### src/rtl/pa_pkg.sv
// pa_pkg: types and constants shared by the primitive assembler files
// holds the transfer payload structs, mode codes and register map
// no dependencies
package pa_pkg;

  localparam int FIELD_W = 32;
  localparam int POS_W   = 32;
  localparam int MODE_W  = 3;

  // configuration port
  localparam int CFG_ADDR_W = 3;
  localparam int CFG_DATA_W = 32;
  localparam logic REG_PRIM_MODE = 1'b0;  // register index, taken from paddr[2]

  // primitive modes
  localparam logic [MODE_W-1:0] MODE_TRIANGLES = 3'd0;
  localparam logic [MODE_W-1:0] MODE_TRI_STRIP = 3'd1;
  localparam logic [MODE_W-1:0] MODE_TRI_FAN   = 3'd2;
  localparam logic [MODE_W-1:0] MODE_QUADS     = 3'd3;
  localparam logic [MODE_W-1:0] MODE_QUAD_STRIP = 3'd4;
  localparam logic [MODE_W-1:0] MODE_POLYGON   = 3'd5;

  localparam logic [POS_W-1:0] POS_MAX = '1;

  typedef struct packed {
    logic [FIELD_W-1:0] vertex_index;
    logic               set_end;
  } in_item_t;

  typedef struct packed {
    logic [FIELD_W-1:0] corner_index;
    logic [POS_W-1:0]   corner_number;
    logic               polygon_last;
  } out_item_t;

  // polygon handed from the assembler to the corner serialiser
  typedef struct packed {
    logic       emit;         // the vertex completes a polygon
    logic [1:0] last_corner;  // number of corners minus one
    logic       chain;        // polygon mode: corner number is the set position
    logic       set_end;
  } poly_ctl_t;

endpackage

### src/rtl/pa_assemble.sv
// pa_assemble: assembly state (pivot, history, position, winding) and
// combinational selection of the corners completed by the incoming vertex
// depends on pa_pkg
module pa_assemble #(
  parameter int INDEX_BITS = 32
) (
  input  logic                        clk,
  input  logic                        rst_n,
  input  logic                        accept,
  input  logic [pa_pkg::MODE_W-1:0]   mode,
  input  logic [INDEX_BITS-1:0]       vertex,
  input  logic                        set_end,
  output pa_pkg::poly_ctl_t           ctl,
  output logic [INDEX_BITS-1:0]       corner [4],
  output logic [pa_pkg::POS_W-1:0]    position
);
  import pa_pkg::*;

  logic [INDEX_BITS-1:0] pivot_r, pivot_nxt;
  logic [INDEX_BITS-1:0] hist0_r, hist1_r, hist2_r;
  logic [POS_W-1:0]      pos_r, pos_nxt, pos_adv;
  logic                  wind_r, wind_nxt;

  assign pos_adv  = (pos_r == POS_MAX) ? POS_MAX - POS_W'(1) : pos_r + POS_W'(1);
  assign position = pos_r;

  always_comb begin
    ctl.emit        = 1'b0;
    ctl.last_corner = 2'd2;
    ctl.chain       = 1'b0;
    ctl.set_end     = set_end;
    corner[0]       = hist1_r;
    corner[1]       = hist0_r;
    corner[2]       = vertex;
    corner[3]       = vertex;
    pos_nxt         = pos_adv;
    wind_nxt        = wind_r;
    pivot_nxt       = pivot_r;
    unique case (mode)
      MODE_TRIANGLES: begin
        if (pos_r >= POS_W'(2)) begin
          ctl.emit = 1'b1;
          pos_nxt  = '0;
        end else begin
          pos_nxt = pos_r + POS_W'(1);
        end
      end
      MODE_QUADS: begin
        ctl.last_corner = 2'd3;
        corner[0] = hist2_r;
        corner[1] = hist1_r;
        corner[2] = hist0_r;
        if (pos_r >= POS_W'(3)) begin
          ctl.emit = 1'b1;
          pos_nxt  = '0;
        end else begin
          pos_nxt = pos_r + POS_W'(1);
        end
      end
      MODE_TRI_STRIP: begin
        if (wind_r) begin
          corner[0] = vertex;
          corner[2] = hist1_r;
        end
        if (pos_r >= POS_W'(2)) begin
          ctl.emit = 1'b1;
          wind_nxt = ~wind_r;
        end
      end
      MODE_TRI_FAN: begin
        corner[0] = pivot_r;
        if (pos_r == '0) pivot_nxt = vertex;
        if (pos_r >= POS_W'(2)) ctl.emit = 1'b1;
      end
      MODE_QUAD_STRIP: begin
        ctl.last_corner = 2'd3;
        if (wind_r) begin
          corner[0] = vertex;
          corner[1] = hist0_r;
          corner[2] = hist1_r;
          corner[3] = hist2_r;
        end else begin
          corner[0] = hist2_r;
          corner[1] = hist1_r;
          corner[2] = hist0_r;
          corner[3] = vertex;
        end
        if (pos_r >= POS_W'(3) && pos_r[0]) begin
          ctl.emit = 1'b1;
          wind_nxt = ~wind_r;
        end
      end
      MODE_POLYGON: begin
        ctl.emit        = 1'b1;
        ctl.chain       = 1'b1;
        ctl.last_corner = 2'd0;
        corner[0]       = vertex;
        pos_nxt = (pos_r == POS_MAX) ? POS_MAX : pos_r + POS_W'(1);
      end
      default: begin
        // unused codes: nothing emitted, state still advances
      end
    endcase
    if (set_end) begin
      pos_nxt  = '0;
      wind_nxt = 1'b0;
    end
  end

  always_ff @(posedge clk) begin
    if (!rst_n) begin
      pivot_r <= '0;
      hist0_r <= '0;
      hist1_r <= '0;
      hist2_r <= '0;
      pos_r   <= '0;
      wind_r  <= 1'b0;
    end else if (accept) begin
      pivot_r <= pivot_nxt;
      hist0_r <= vertex;
      hist1_r <= hist0_r;
      hist2_r <= hist1_r;
      pos_r   <= pos_nxt;
      wind_r  <= wind_nxt;
    end
  end

endmodule

### src/rtl/pa_serialise.sv
// pa_serialise: polygon buffer that hands out one corner per transfer,
// followed by the result output register
// depends on pa_pkg
module pa_serialise #(
  parameter int INDEX_BITS = 32
) (
  input  logic                     clk,
  input  logic                     rst_n,
  input  logic                     load,
  input  pa_pkg::poly_ctl_t        ctl,
  input  logic [INDEX_BITS-1:0]    corner [4],
  input  logic [pa_pkg::POS_W-1:0] position,
  output logic                     take,
  output logic                     out_valid,
  input  logic                     out_stall,
  output pa_pkg::out_item_t        out_data
);
  import pa_pkg::*;

  logic                  buf_valid_r;
  poly_ctl_t             ctl_r;
  logic [INDEX_BITS-1:0] corner_r [4];
  logic [POS_W-1:0]      pos_r;
  logic [1:0]            k_r;
  logic                  out_valid_r;
  out_item_t             out_data_r, out_data_nxt;
  logic                  out_load, done;

  assign out_load = buf_valid_r && (!out_valid_r || !out_stall);
  assign done     = out_load && (k_r == ctl_r.last_corner);
  assign take     = !buf_valid_r || done;

  always_comb begin
    out_data_nxt.corner_index = FIELD_W'(corner_r[k_r]);
    if (ctl_r.chain) begin
      out_data_nxt.corner_number = pos_r;
      out_data_nxt.polygon_last  = ctl_r.set_end;
    end else begin
      out_data_nxt.corner_number = POS_W'(k_r);
      out_data_nxt.polygon_last  = (k_r == ctl_r.last_corner);
    end
  end

  always_ff @(posedge clk) begin
    if (!rst_n) begin
      buf_valid_r <= 1'b0;
      k_r         <= 2'd0;
      out_valid_r <= 1'b0;
    end else begin
      if (load) begin
        buf_valid_r <= 1'b1;
        k_r         <= 2'd0;
      end else begin
        if (done) buf_valid_r <= 1'b0;
        if (out_load) k_r <= k_r + 2'd1;
      end
      if (out_load) out_valid_r <= 1'b1;
      else if (!out_stall) out_valid_r <= 1'b0;
    end
  end

  always_ff @(posedge clk) begin
    if (load) begin
      ctl_r    <= ctl;
      corner_r <= corner;
      pos_r    <= position;
    end
    if (out_load) out_data_r <= out_data_nxt;
  end

  assign out_valid = out_valid_r;
  assign out_data  = out_data_r;

endmodule

### src/rtl/primitive_assembler_core.sv
// primitive_assembler_core: an input transfer's first corner passes the polygon buffer, then the output register
// throughput one vertex a cycle, while the output does not stall and vertices complete
// nothing or one corner; a vertex that completes a triangle or quad holds the input until
// its corners have left, one per transfer, set by the single corner-wide output register
// synchronous active-low reset clears mode, assembly state and both valid flags
module primitive_assembler_core #(
  parameter int INDEX_BITS = 32
) (
  input  logic                           clk,
  input  logic                           rst_n,
  // vertex stream
  input  logic                           in_valid,
  output logic                           in_stall,
  input  pa_pkg::in_item_t               in_data,
  // corner stream
  output logic                           out_valid,
  input  logic                           out_stall,
  output pa_pkg::out_item_t              out_data,
  // configuration
  input  logic                           psel,
  input  logic                           penable,
  input  logic                           pwrite,
  input  logic [pa_pkg::CFG_ADDR_W-1:0]  paddr,
  input  logic [pa_pkg::CFG_DATA_W-1:0]  pwdata,
  output logic [pa_pkg::CFG_DATA_W-1:0]  prdata,
  output logic                           pready
);
  import pa_pkg::*;

  logic [MODE_W-1:0]     mode_r;
  logic                  in_accept;
  logic                  take;
  poly_ctl_t             poly_ctl;
  logic [INDEX_BITS-1:0] poly_corner [4];
  logic [POS_W-1:0]      poly_pos;

  // register port: single mode register, always ready, read returns the mode
  assign pready = 1'b1;
  assign prdata = CFG_DATA_W'(mode_r);

  always_ff @(posedge clk) begin
    if (!rst_n) begin
      mode_r <= MODE_TRIANGLES;
    end else if (psel && penable && pwrite && pready && (paddr[2] == REG_PRIM_MODE)) begin
      mode_r <= pwdata[MODE_W-1:0];
    end
  end

  // input is held off only while the polygon buffer still has corners
  // that will not leave this cycle
  assign in_stall  = !take;
  assign in_accept = in_valid && !in_stall;

  // state update and corner selection for the arriving vertex
  pa_assemble #(
    .INDEX_BITS (INDEX_BITS)
  ) u_assemble (
    .clk      (clk),
    .rst_n    (rst_n),
    .accept   (in_accept),
    .mode     (mode_r),
    .vertex   (in_data.vertex_index[INDEX_BITS-1:0]),
    .set_end  (in_data.set_end),
    .ctl      (poly_ctl),
    .corner   (poly_corner),
    .position (poly_pos)
  );

  // polygon buffer and output register, one corner per transfer
  pa_serialise #(
    .INDEX_BITS (INDEX_BITS)
  ) u_serialise (
    .clk       (clk),
    .rst_n     (rst_n),
    .load      (in_accept && poly_ctl.emit),
    .ctl       (poly_ctl),
    .corner    (poly_corner),
    .position  (poly_pos),
    .take      (take),
    .out_valid (out_valid),
    .out_stall (out_stall),
    .out_data  (out_data)
  );

endmodule

### config.mk
export PLATFORM = sky130hd
export DESIGN_NAME = primitive_assembler_core
export DESIGN_NICKNAME = d
export VERILOG_FILES = /design/src/rtl/pa_pkg.sv /design/src/rtl/pa_assemble.sv /design/src/rtl/pa_serialise.sv /design/src/rtl/primitive_assembler_core.sv
export SDC_FILE = /design/constraint.sdc
export NUM_CORES = 1
export LEC_CHECK = 0
export ABC_AREA = 0
export BUFFER_PORTS_ARGS = -buffer_cell sky130_fd_sc_hd__buf_2
export CORE_UTILIZATION = 35
export DETAILED_ROUTE_END_ITERATION = 6
export GPL_ROUTABILITY_DRIVEN = 1
export PLACE_DENSITY_LB_ADDON = 0.15
export SKIP_LAST_GASP = 1
export SYNTH_ARGS = -nofsm -noshare
export SYNTH_HDL_FRONTEND = slang
export SYNTH_SLANG_ARGS = --single-unit
export TNS_END_PERCENT = 50
### constraint.sdc
create_clock -name clk -period 14.97 [get_ports clk]
set_input_delay 1.497 -clock clk [delete_from_list [all_inputs] [get_ports clk]]
set_output_delay 1.497 -clock clk [all_outputs]
set_load 0.03 [all_outputs]
After elaboration in Yosys (flattened, before gate mapping)

Index checks and enable logic that the tools add are counted.
Widths: inputs -> output; s select.

$add $sub $neg: 2
$lt $le $gt $ge: 3
Equality and inequality tests: 10
Muxes and demuxes: 31
Bitwise logic cells: 4
Reductions and logical operators: 23

Operators by type and width:

| cell                  | number |
|---|---|
| $mux 32               | 10 |
| $pmux 32 s3           | 2 |
| $pmux 32 s5           | 1 |
| $mux 128              | 1 |
| $bmux 32 s2           | 1 |
| $ge 32x2->1 const B   | 2 |
| $pmux 32 s2           | 1 |
| $add 32x1->32 const B | 1 |
| $eq 32x32->1 const B  | 1 |
| $logic_not 32->1      | 1 |
| $mux 1                | 11 |
| $logic_and 1x1->1     | 8 |
| $eq 3x2->1 const B    | 2 |
| $eq 3x3->1 const B    | 2 |
| $ne 3x2->1 const B    | 2 |
| $logic_not 1->1       | 4 |
| $pmux 1 s4            | 1 |
| $pmux 2 s2            | 1 |
| $reduce_and 4->1      | 1 |
| $reduce_or 2->1       | 2 |
| $eq 3x1->1 const B    | 1 |
| $ge 3x3->1 const B    | 1 |
| $logic_not 3->1       | 1 |
| $mux 3                | 1 |
| other kinds (11)      | 14 |

Bits in registers: 397
Input bits: 75
Output and inout port bits: 100
Word-level logic and storage cells: 95

Longest topological paths before layout

Gate-level depths: netlist of run 1.

Depth in word-level cells: 8
Gate-level depth with buffers: 9
Mapped depth without buffers: 8

Modules after synthesis

From an unflattened synthesis of run 1, not the netlist that was laid out.

Cell total of the unflattened synthesis: 1428
Area, all modules: 17792.1 sq um

By module, submodules not included:

| module                   | instances | cells an instance | area each (sq um) | seq. area each (sq um) |
|---|---|---|---|---|
| pa_assemble              | 1         | 1053              | 9287.7            | 3223.1 |
| pa_serialise             | 1         | 326               | 8127.8            | 6956.7 |
| primitive_assembler_core | 1         | 49                | 376.6             | 60.1 |

Worst setup path before layout of run 1

Ideal clock, no wire load.

Kind: input -> register
Start point: input port out_stall
End point: register u_serialise.corner_r[0] (netlist bit) (enable)
Setup time: 540 ps
Data arrival time: 6340 ps
Data required time: 14430 ps
Path slack: 8090 ps
Cell stages on the path: 6
Path buffers: 2
Cells stage by stage: and2_1 -> o31ai_1 -> and2_1 -> buf_2 -> clkbuf_1 -> o21a_1

Cells in the longest elaborated chain, start to end: 7

RTL lines:

| what                 | RTL line                       | source |
|---|---|---|
| start, declared      | primitive_assembler_core.sv:17 | `input logic out_stall,` |
| $logic_not 1->1      | pa_serialise.sv:29             | `assign out_load = buf_valid_r && (!out_valid_r \|\| !out_stall);` |
| $logic_or 1x1->1     | pa_serialise.sv:29             |  |
| $logic_and 1x1->1    | pa_serialise.sv:29             |  |
| $logic_and 1x1->1    | pa_serialise.sv:30             | `assign done = out_load && (k_r == ctl_r.last_corner);` |
| $logic_or 1x1->1     | pa_serialise.sv:31             | `assign take = !buf_valid_r \|\| done;` |
| $logic_and 1x1->1    | primitive_assembler_core.sv:52 | `assign in_accept = in_valid && !in_stall;` |
| $logic_and 1x1->1    | primitive_assembler_core.sv:75 | `.load (in_accept && poly_ctl.emit),` |
| via u_serialise.load | pa_serialise.sv:9              | `input logic load,` |
| end signal, assigned | pa_serialise.sv:65             | `corner_r <= corner;` |
| end, declared        | pa_serialise.sv:22             | `logic [INDEX_BITS-1:0] corner_r [4];` |

The timed path passes the listed nets, and every way through them passes these cells.
A chain may end at the register's enable or synchronous reset.

Final worst setup path of run 1

Start point: input port out_stall
End point: register u_serialise.corner_r[47] (netlist bit) (enable)

Same word-level chain as after synthesis.

==> results.json, run 1 <==
{
  "post-route-drc-count": 1,
  "ys_warn_count": 0,
  "postRouteAntennaNets": 0,
  "antenna_found_initial": 4,
  "grt_overflow_total": 0,
  "hpwl_mm": 25.0,
  "outcome": "complete, but fails checks",
  "initialDrtViolationCount": 806,
  "synth_edf_count": 229,
  "rows": 82,
  "hold_viol_final": 0,
  "slew_headroom_pct": 26.4,
  "htreeDepth": 2,
  "cts_tree": "built",
  "portBuffers": 113,
  "top_layer": "met5",
  "drv_cap": 0,
  "switching_power_w": 0.000583,
  "critPathLaunch": "out_stall",
  "root_buffer": "clkbuf_16",
  "cpPeakStageDelay_ns": 0.76,
  "dieArea_um2": 51500,
  "drive_above_1_share_pct": 19.9,
  "r2r_end": "u_serialise.corner_r[47]",
  "cts_buffers": 45,
  "dr.pass1.iters": 7,
  "power_density_nw_per_um2": 122,
  "gp_congestion": 0.757,
  "layout.nets": 1705,
  "timing.reg2reg.setup_slack_ns": 10.86,
  "seq_area_frac_synth_pct": 57.8,
  "cp_max_fo": 69,
  "yosys_register_bits": 397,
  "finalCritPeriodShare_pct": 27.6,
  "fillCellCount": 4918,
  "pwr-share-clk_pct": 43.2,
  "wirelength_mm": 45.3,
  "cts.repair.resized": 0,
  "path_common_cell": "buf_4",
  "clock-sinks": 397,
  "ys_types": 62,
  "antennaDiodeCount": 0,
  "pwr-share-seq_pct": 49.7,
  "worstPathCellList": "buf_2 -> and2_1 -> o31ai_1 -> buf_4 -> and2_4 -> o21a_4 -> buf_4",
  "netlist_instances": 1566,
  "fmax_ghz": 0.242,
  "coreArea_um2": 50100,
  "wl_met3_mm": 2.46,
  "ctsHoldBuffers": 0,
  "worstSetupPathType": "primary input to register",
  "r2r_start": "u_serialise.k_r[0]",
  "worst_path_max_delay_cell": "buf_4",
  "finalSetupTns_ns": 0,
  "clk_pin_slew_ns": 0.06,
  "grt_pass1_vias": 11600,
  "start_util_pct": 35.4,
  "num_vias": 12200,
  "vias_per_cell": 5.23,
  "synthFlopType": "edfxtp_1",
  "comb_power_share_pct": 7.1,
  "slew_violations": 0,
  "crit_path_start_kind": "primary input",
  "violations": "DRC",
  "wl_met2_mm": 21.8,
  "cts_setup_buffers": 0,
  "reg2regPathDepth": 6,
  "die_height_um": 227,
  "avgSynthCellArea_um2": 11.3,
  "hold_class": "register to register",
  "wl_met1_mm": 20.1,
  "period_needed_ns": 4.13,
  "syn_area_um2": 17700,
  "intPower_w": 0.00188,
  "grtUsageTotal_pct": 17.5,
  "synthArstFlopShare_pct": 0,
  "grt_max_degree": 111,
  "required_ns": 15.16,
  "rsz0062_at_grt": "no",
  "ios": 175,
  "finalSetupViolCount": 0,
  "p_sw_share_pct": 23.7,
  "worstMarginPinSlew_ns": 1.10,
  "p_total_w": 0.00246,
  "peakVddDrop_uv": 65.2,
  "cp.arrival_ns": 4.32,
  "area.growth.synth_to_final_pct": 13.7,
  "finalClockSkew_ns": 0.0245,
  "die_x_um": 227,
  "grt_pass1_wl_mm": 68.8,
  "worst_setup_path_end_kind": "register",
  "clk_latency_ns": 0.57,
  "min_from": "u_assemble.hist2_r[27]",
  "routedWlPerCell_um": 19.4,
  "leakagePower_nw": 7.26,
  "clk_path_buf_depth": 3,
  "cp-endpoint": "u_serialise.corner_r[47]"
}
## layer usage
metal | up-vias | GRT usage, %
li1 | 5794 | -
met1 | 6023 | 22.9
met2 | 302 | 29.3
met3 | 71 | 3.79
met4 | 8 | 4.91
met5 | - | 0
## worst max-delay path, delay by kind of cell
family,cells,cell delay [ns]
compound gates,2,0.73
buf+inv,3,1.06
simple gates,2,0.89
## metrics by stage
| stage | instances | setup slack (ns) | cell area [um2] | hold WS (ns) | util [%] |
|---|---|---|---|---|---|
| finish | 2334 | 10.84 | 20100 | 0.480 | 40.2 |
| global route | 2334 | 10.45 | 20100 | 0.498 | 40.2 |
| CTS | 2334 | 10.72 | 20100 | 0.481 | 40.2 |
| detailed placement | 2252 | 10.19 | 18700 | 0.471 | 37.4 |
| global placement | 2252 | 10.25 | 18700 | 0.462 | 37.4 |
| floorplan | 1594 | 8.09 | 17800 | 0.403 | - |
## flip-flops by register name, summed over array words and instances (netlist names), 3 cells and up
register / flops
u_serialise.ctl_r: 4
u_assemble.hist0_r: 32
u_assemble.pivot_r: 32
u_serialise.pos_r: 32
u_assemble.hist2_r: 32
u_assemble.position: 32
u_serialise.out_data: 65
u_serialise.corner_r: 128
mode_r: 3
u_assemble.hist1_r: 32
## worst min path at each step
stage / cells after the start / slack [ns] / to
floorplan: 0 / 0.40 / u_serialise.pos_r[5]
global placement: 2 / 0.46 / u_assemble.hist2_r[14]
detailed placement: 2 / 0.47 / u_assemble.hist2_r[23]
CTS: 2 / 0.48 / u_assemble.hist2_r[23]
global route: 2 / 0.50 / u_assemble.hist2_r[29]
finish: 2 / 0.48 / u_assemble.hist2_r[27]
## power groups by stage
stage | clock network, W | logic [W] | registers, W
2_1_floorplan | 0 | 0.000119 | 0.00125
3_3_place_gp | 0 | 0.000175 | 0.00125
3_5_place_dp | 0 | 0.000176 | 0.00125
4_1_cts | 0.00110 | 0.000177 | 0.00122
5_1_grt | 0.00114 | 0.000192 | 0.00123
6_report | 0.00106 | 0.000174 | 0.00122
## final cells by class
type	count	area (um2)	share of cell area, %
Sequential cell	397	10200	50.9
Inverter	52	195	0.969
Timing Repair Buffer	129	688	3.42
Clock buffer	71	1320	6.54
Tap cell	672	841	4.18
Multi-Input combinational cell	1002	6750	33.5
Clock inverter	11	96.3	0.478
## synthesized netlist by cell type (3+ instances only)
| cell type | n | area share [%] |
|---|---|---|
| a21boi_0 | 98 | 4.2 |
| a222oi_1 | 47 | 2.7 |
| and3_1 | 11 | 0.39 |
| o21a_1 | 4 | 0.17 |
| nor4_1 | 10 | 0.35 |
| and4_1 | 3 | 0.15 |
| edfxtp_1 | 229 | 39 |
| mux2i_1 | 35 | 2.0 |
| buf_4 | 31 | 1.3 |
| nor3_1 | 9 | 0.25 |
| ha_1 | 3 | 0.21 |
| mux4_2 | 32 | 4.1 |
| buf_1 | 16 | 0.34 |
| buf_2 | 19 | 0.54 |
| buf_6 | 3 | 0.19 |
| a21oi_1 | 82 | 2.3 |
| inv_1 | 50 | 1.1 |
| o221ai_1 | 12 | 0.59 |
| o221a_1 | 4 | 0.25 |
| xor2_1 | 3 | 0.15 |
| o22ai_1 | 4 | 0.14 |
| o2111ai_1 | 3 | 0.15 |
| a31oi_1 | 14 | 0.49 |
| o21ai_0 | 38 | 1.1 |
| nor2b_1 | 36 | 1.3 |
| o221a_2 | 12 | 0.76 |
| nor2_1 | 84 | 1.8 |
| clkbuf_1 | 74 | 1.6 |
| nand2_1 | 262 | 5.6 |
| nand3_1 | 17 | 0.48 |
| mux2_2 | 66 | 4.2 |
| nand4_1 | 11 | 0.39 |
| dfxtp_1 | 168 | 19 |
| o31ai_1 | 3 | 0.13 |
| and2_1 | 35 | 1.2 |
## logic make-up after synthesis
kind of cell	count (synthesis)	synth area share (%)
AOI/OAI and AO/OA	335	13.6
DFF	397	57.8
other	2	0.0424
adders and majority gates	3	0.212
and+or+nand+nor	496	12.8
xor gates and xnor gates	5	0.247
muxes	133	10.2
buffers and inverters	195	5.05
## layout by cell type, fill, tap and decap left out, types with 11 or more instances in the layout
cell	count
nor2b_1	35
conb_1	30
o221ai_1	12
mux4_2	32
a222oi_1	47
mux2i_1	35
o221a_2	12
a31oi_1	14
buf_4	17
nand4_1	11
clkbuf_1	19
o21ai_0	38
and2_1	34
nand3_1	17
inv_1	50
clkbuf_16	47
buf_2	112
edfxtp_1	229
dfxtp_1	163
a21boi_0	97
nand2_1	261
mux2_2	66
nor2_1	82
a21oi_1	81
Power figures use the tool's default switching activity.
==> inputs of run 2 (changes only) <==
ABC_AREA = 1   (was 0)
clock period = 3.4 ns   (was 14.97 ns; I/O delays follow)
==> run 2 against run 1 <==
Clock power grew to 4.6 times the previous value. Highest routed layer unchanged. Sequential share of layout area is 2.3 points lower. Clock skew is 0.0056 ns lower. The flow now finishes without violations. Routed wire length is 19% higher. Flip-flop and latch count stayed put. Die area is 4.3% higher. Non-clock buffer count is 22 higher.
==> results.json, run 2 <==
{
  "slew_headroom_pct": 45.3,
  "die_height_um": 232,
  "ctsHoldBuffers": 0,
  "hold_class": "primary input to register",
  "layout.area.seq_um2": 10300,
  "hpwl_mm": 31.5,
  "fillCellCount": 5140,
  "ios": 175,
  "routedWlPerCell_um": 18.7,
  "portBuffers": 113,
  "dieArea_um2": 53700,
  "rows": 83,
  "postRouteAntennaNets": 0,
  "clock-sinks": 397,
  "yosys.area.top_type": "edfxtp_1",
  "yosys_register_bits": 397,
  "top_register": "u_serialise.corner_r",
  "cp_max_fo": 140,
  "finalInstanceArea_um2": 21100,
  "clk_path_buf_depth": 3,
  "synthFlopType": "edfxtp_1",
  "dr.pass1.iters": 5,
  "clk_latency_ns": 0.58,
  "root_buffer": "clkbuf_16",
  "start_util_pct": 35.7,
  "outcome": "finished, final reports clean",
  "die_x_um": 232,
  "finalClockSkew_ns": 0.0188,
  "final_cell_mix": "nand2_1 (338), nor2_1 (274), o21ai_0 (233)",
  "fmax_ghz": 0.384,
  "peakVddDrop_uv": 314,
  "required_ns": 3.60,
  "cts_tree": "built",
  "hold_viol_final": 0,
  "finalSetupViolCount": 0,
  "drive_above_1_share_pct": 13.3,
  "synthArstFlopShare_pct": 0,
  "grt_overflow_total": 0,
  "avgSynthCellArea_um2": 8.86,
  "placed_area_um2": 19600,
  "yosysMostFrequentCell": "nand2_1",
  "drv_cap": 0,
  "utilization_pct": 40.7,
  "post-route-drc-count": 0,
  "htreeDepth": 2,
  "grt_pass1_vias": 13900,
  "area.growth.synth_to_final_pct": 14.1,
  "slew_violations": 0,
  "num_vias": 14800,
  "wirelength_mm": 53.7,
  "ys_warn_count": 0,
  "power_density_nw_per_um2": 525,
  "cts_setup_buffers": 0,
  "gp_congestion": 0.856,
  "worst_setup_path_end_kind": "register",
  "crit_path_start_kind": "register",
  "rsz0062_at_grt": "no",
  "syn_area_um2": 18500,
  "leakagePower_nw": 7.79,
  "synth_area_leaders": "edfxtp_1 (37%), dfxtp_1 (18%), nand2_1 (6.9%)",
  "worstMarginPinSlew_ns": 0.821,
  "coreArea_um2": 51700,
  "initialDrtViolationCount": 1255,
  "finalCritPeriodShare_pct": 76.5,
  "clk_pin_slew_ns": 0.06,
  "worstSetupPathType": "register to register",
  "cp.arrival_ns": 2.80,
  "synth_edf_count": 229,
  "layout_commonest_cell": "nand2_1",
  "period_needed_ns": 2.60,
  "seq_area_frac_synth_pct": 55.4,
  "synth_top_area_share_pct": 37.2,
  "grt_pass1_wl_mm": 81.4,
  "vias_per_cell": 5.16,
  "layout.nets": 2223,
  "grt_max_degree": 141,
  "grtUsageTotal_pct": 19.7,
  "ys_types": 42,
  "largest_register_ffs": 128,
  "antenna_found_initial": 6,
  "cts_buffers": 46,
  "multiInputGateArea_um2": 6860,
  "netlist_instances": 2085,
  "yosys-top-cells-count": "nand2_1 (338), nor2_1 (274), o21ai_0 (234)",
  "cts.repair.resized": 0
}
-- run 2: final cells by class --
| type | count | area share, % |
|---|---|---|
| Multi-Input combinational cell | 1373 | 32.6 |
| Timing Repair Buffer | 151 | 4.57 |
| Tap cell | 680 | 4.04 |
| Inverter | 176 | 3.17 |
| Sequential cell | 397 | 48.6 |
| Clock inverter | 20 | 0.861 |
| Antenna cell | 1 | 0.0119 |
| Clock buffer | 65 | 6.14 |
-- run 2: final timing paths --
path                                        startpoint                       end  slack (ns)  cells past startpoint
worst max-delay path              u_serialise.ctl_r[2]  u_serialise.corner_r[71]        0.80                      7
worst min register to register  u_assemble.hist0_r[13]    u_assemble.hist0_r[13]        0.49                      2
worst max register to register    u_serialise.ctl_r[2]  u_serialise.corner_r[71]        0.80                      7
worst min-delay path                         pwdata[1]                 mode_r[1]        0.04                      3
-- run 2: logic make-up after synthesis --
family	synth area share [%]
xor+xnor	0.799
other cells	0.0407
fa+ha+maj	0.203
compound gates	18.0
buf+inv	8.25
flops	55.4
simple gates	17.3
-- run 2: layer usage --
metal  share of wire, %  global-route usage, %  vias to the layer above
li1                   -                      -                     7240
met1                 44                   25.7                     7045
met2                 48                   33.2                      388
met3                5.7                   3.67                       85
met4                2.2                   5.41                        8
met5              0.097                      0                        -
-- run 2: critical path, cell delays in order (launching register included) --
cell	delay [ns]
edfxtp_1	0.37
xnor2_1	0.25
nand3_1	0.13
nand2_2	0.11
nand2_4	0.22
o21bai_2	0.34
clkinvlp_4	0.12
buf_12	0.54
-- run 2: stage by stage --
step	hold slack, ns	instances	setup TNS, ns	power [W]	setup slack [ns]
after floorplan	0.439	2113	-109.80	0.00601	-0.670
after global placement	0.472	2777	0	0.00625	0.865
after detailed placement	0.477	2777	0	0.00626	0.813
after CTS	0.00817	2862	0	0.0112	0.803
after global routing	0.0236	2863	0	0.0115	0.633
final	0.0410	2863	0	0.0111	0.798
-- run 2: power breakdown --
| group | internal (W) | leakage [nW] | switching [W] |
|---|---|---|---|
| registers | 0.00522 | 3.53 | 0.0000926 |
| clock network | 0.00288 | 0.721 | 0.00202 |
| logic | 0.000235 | 3.54 | 0.000614 |
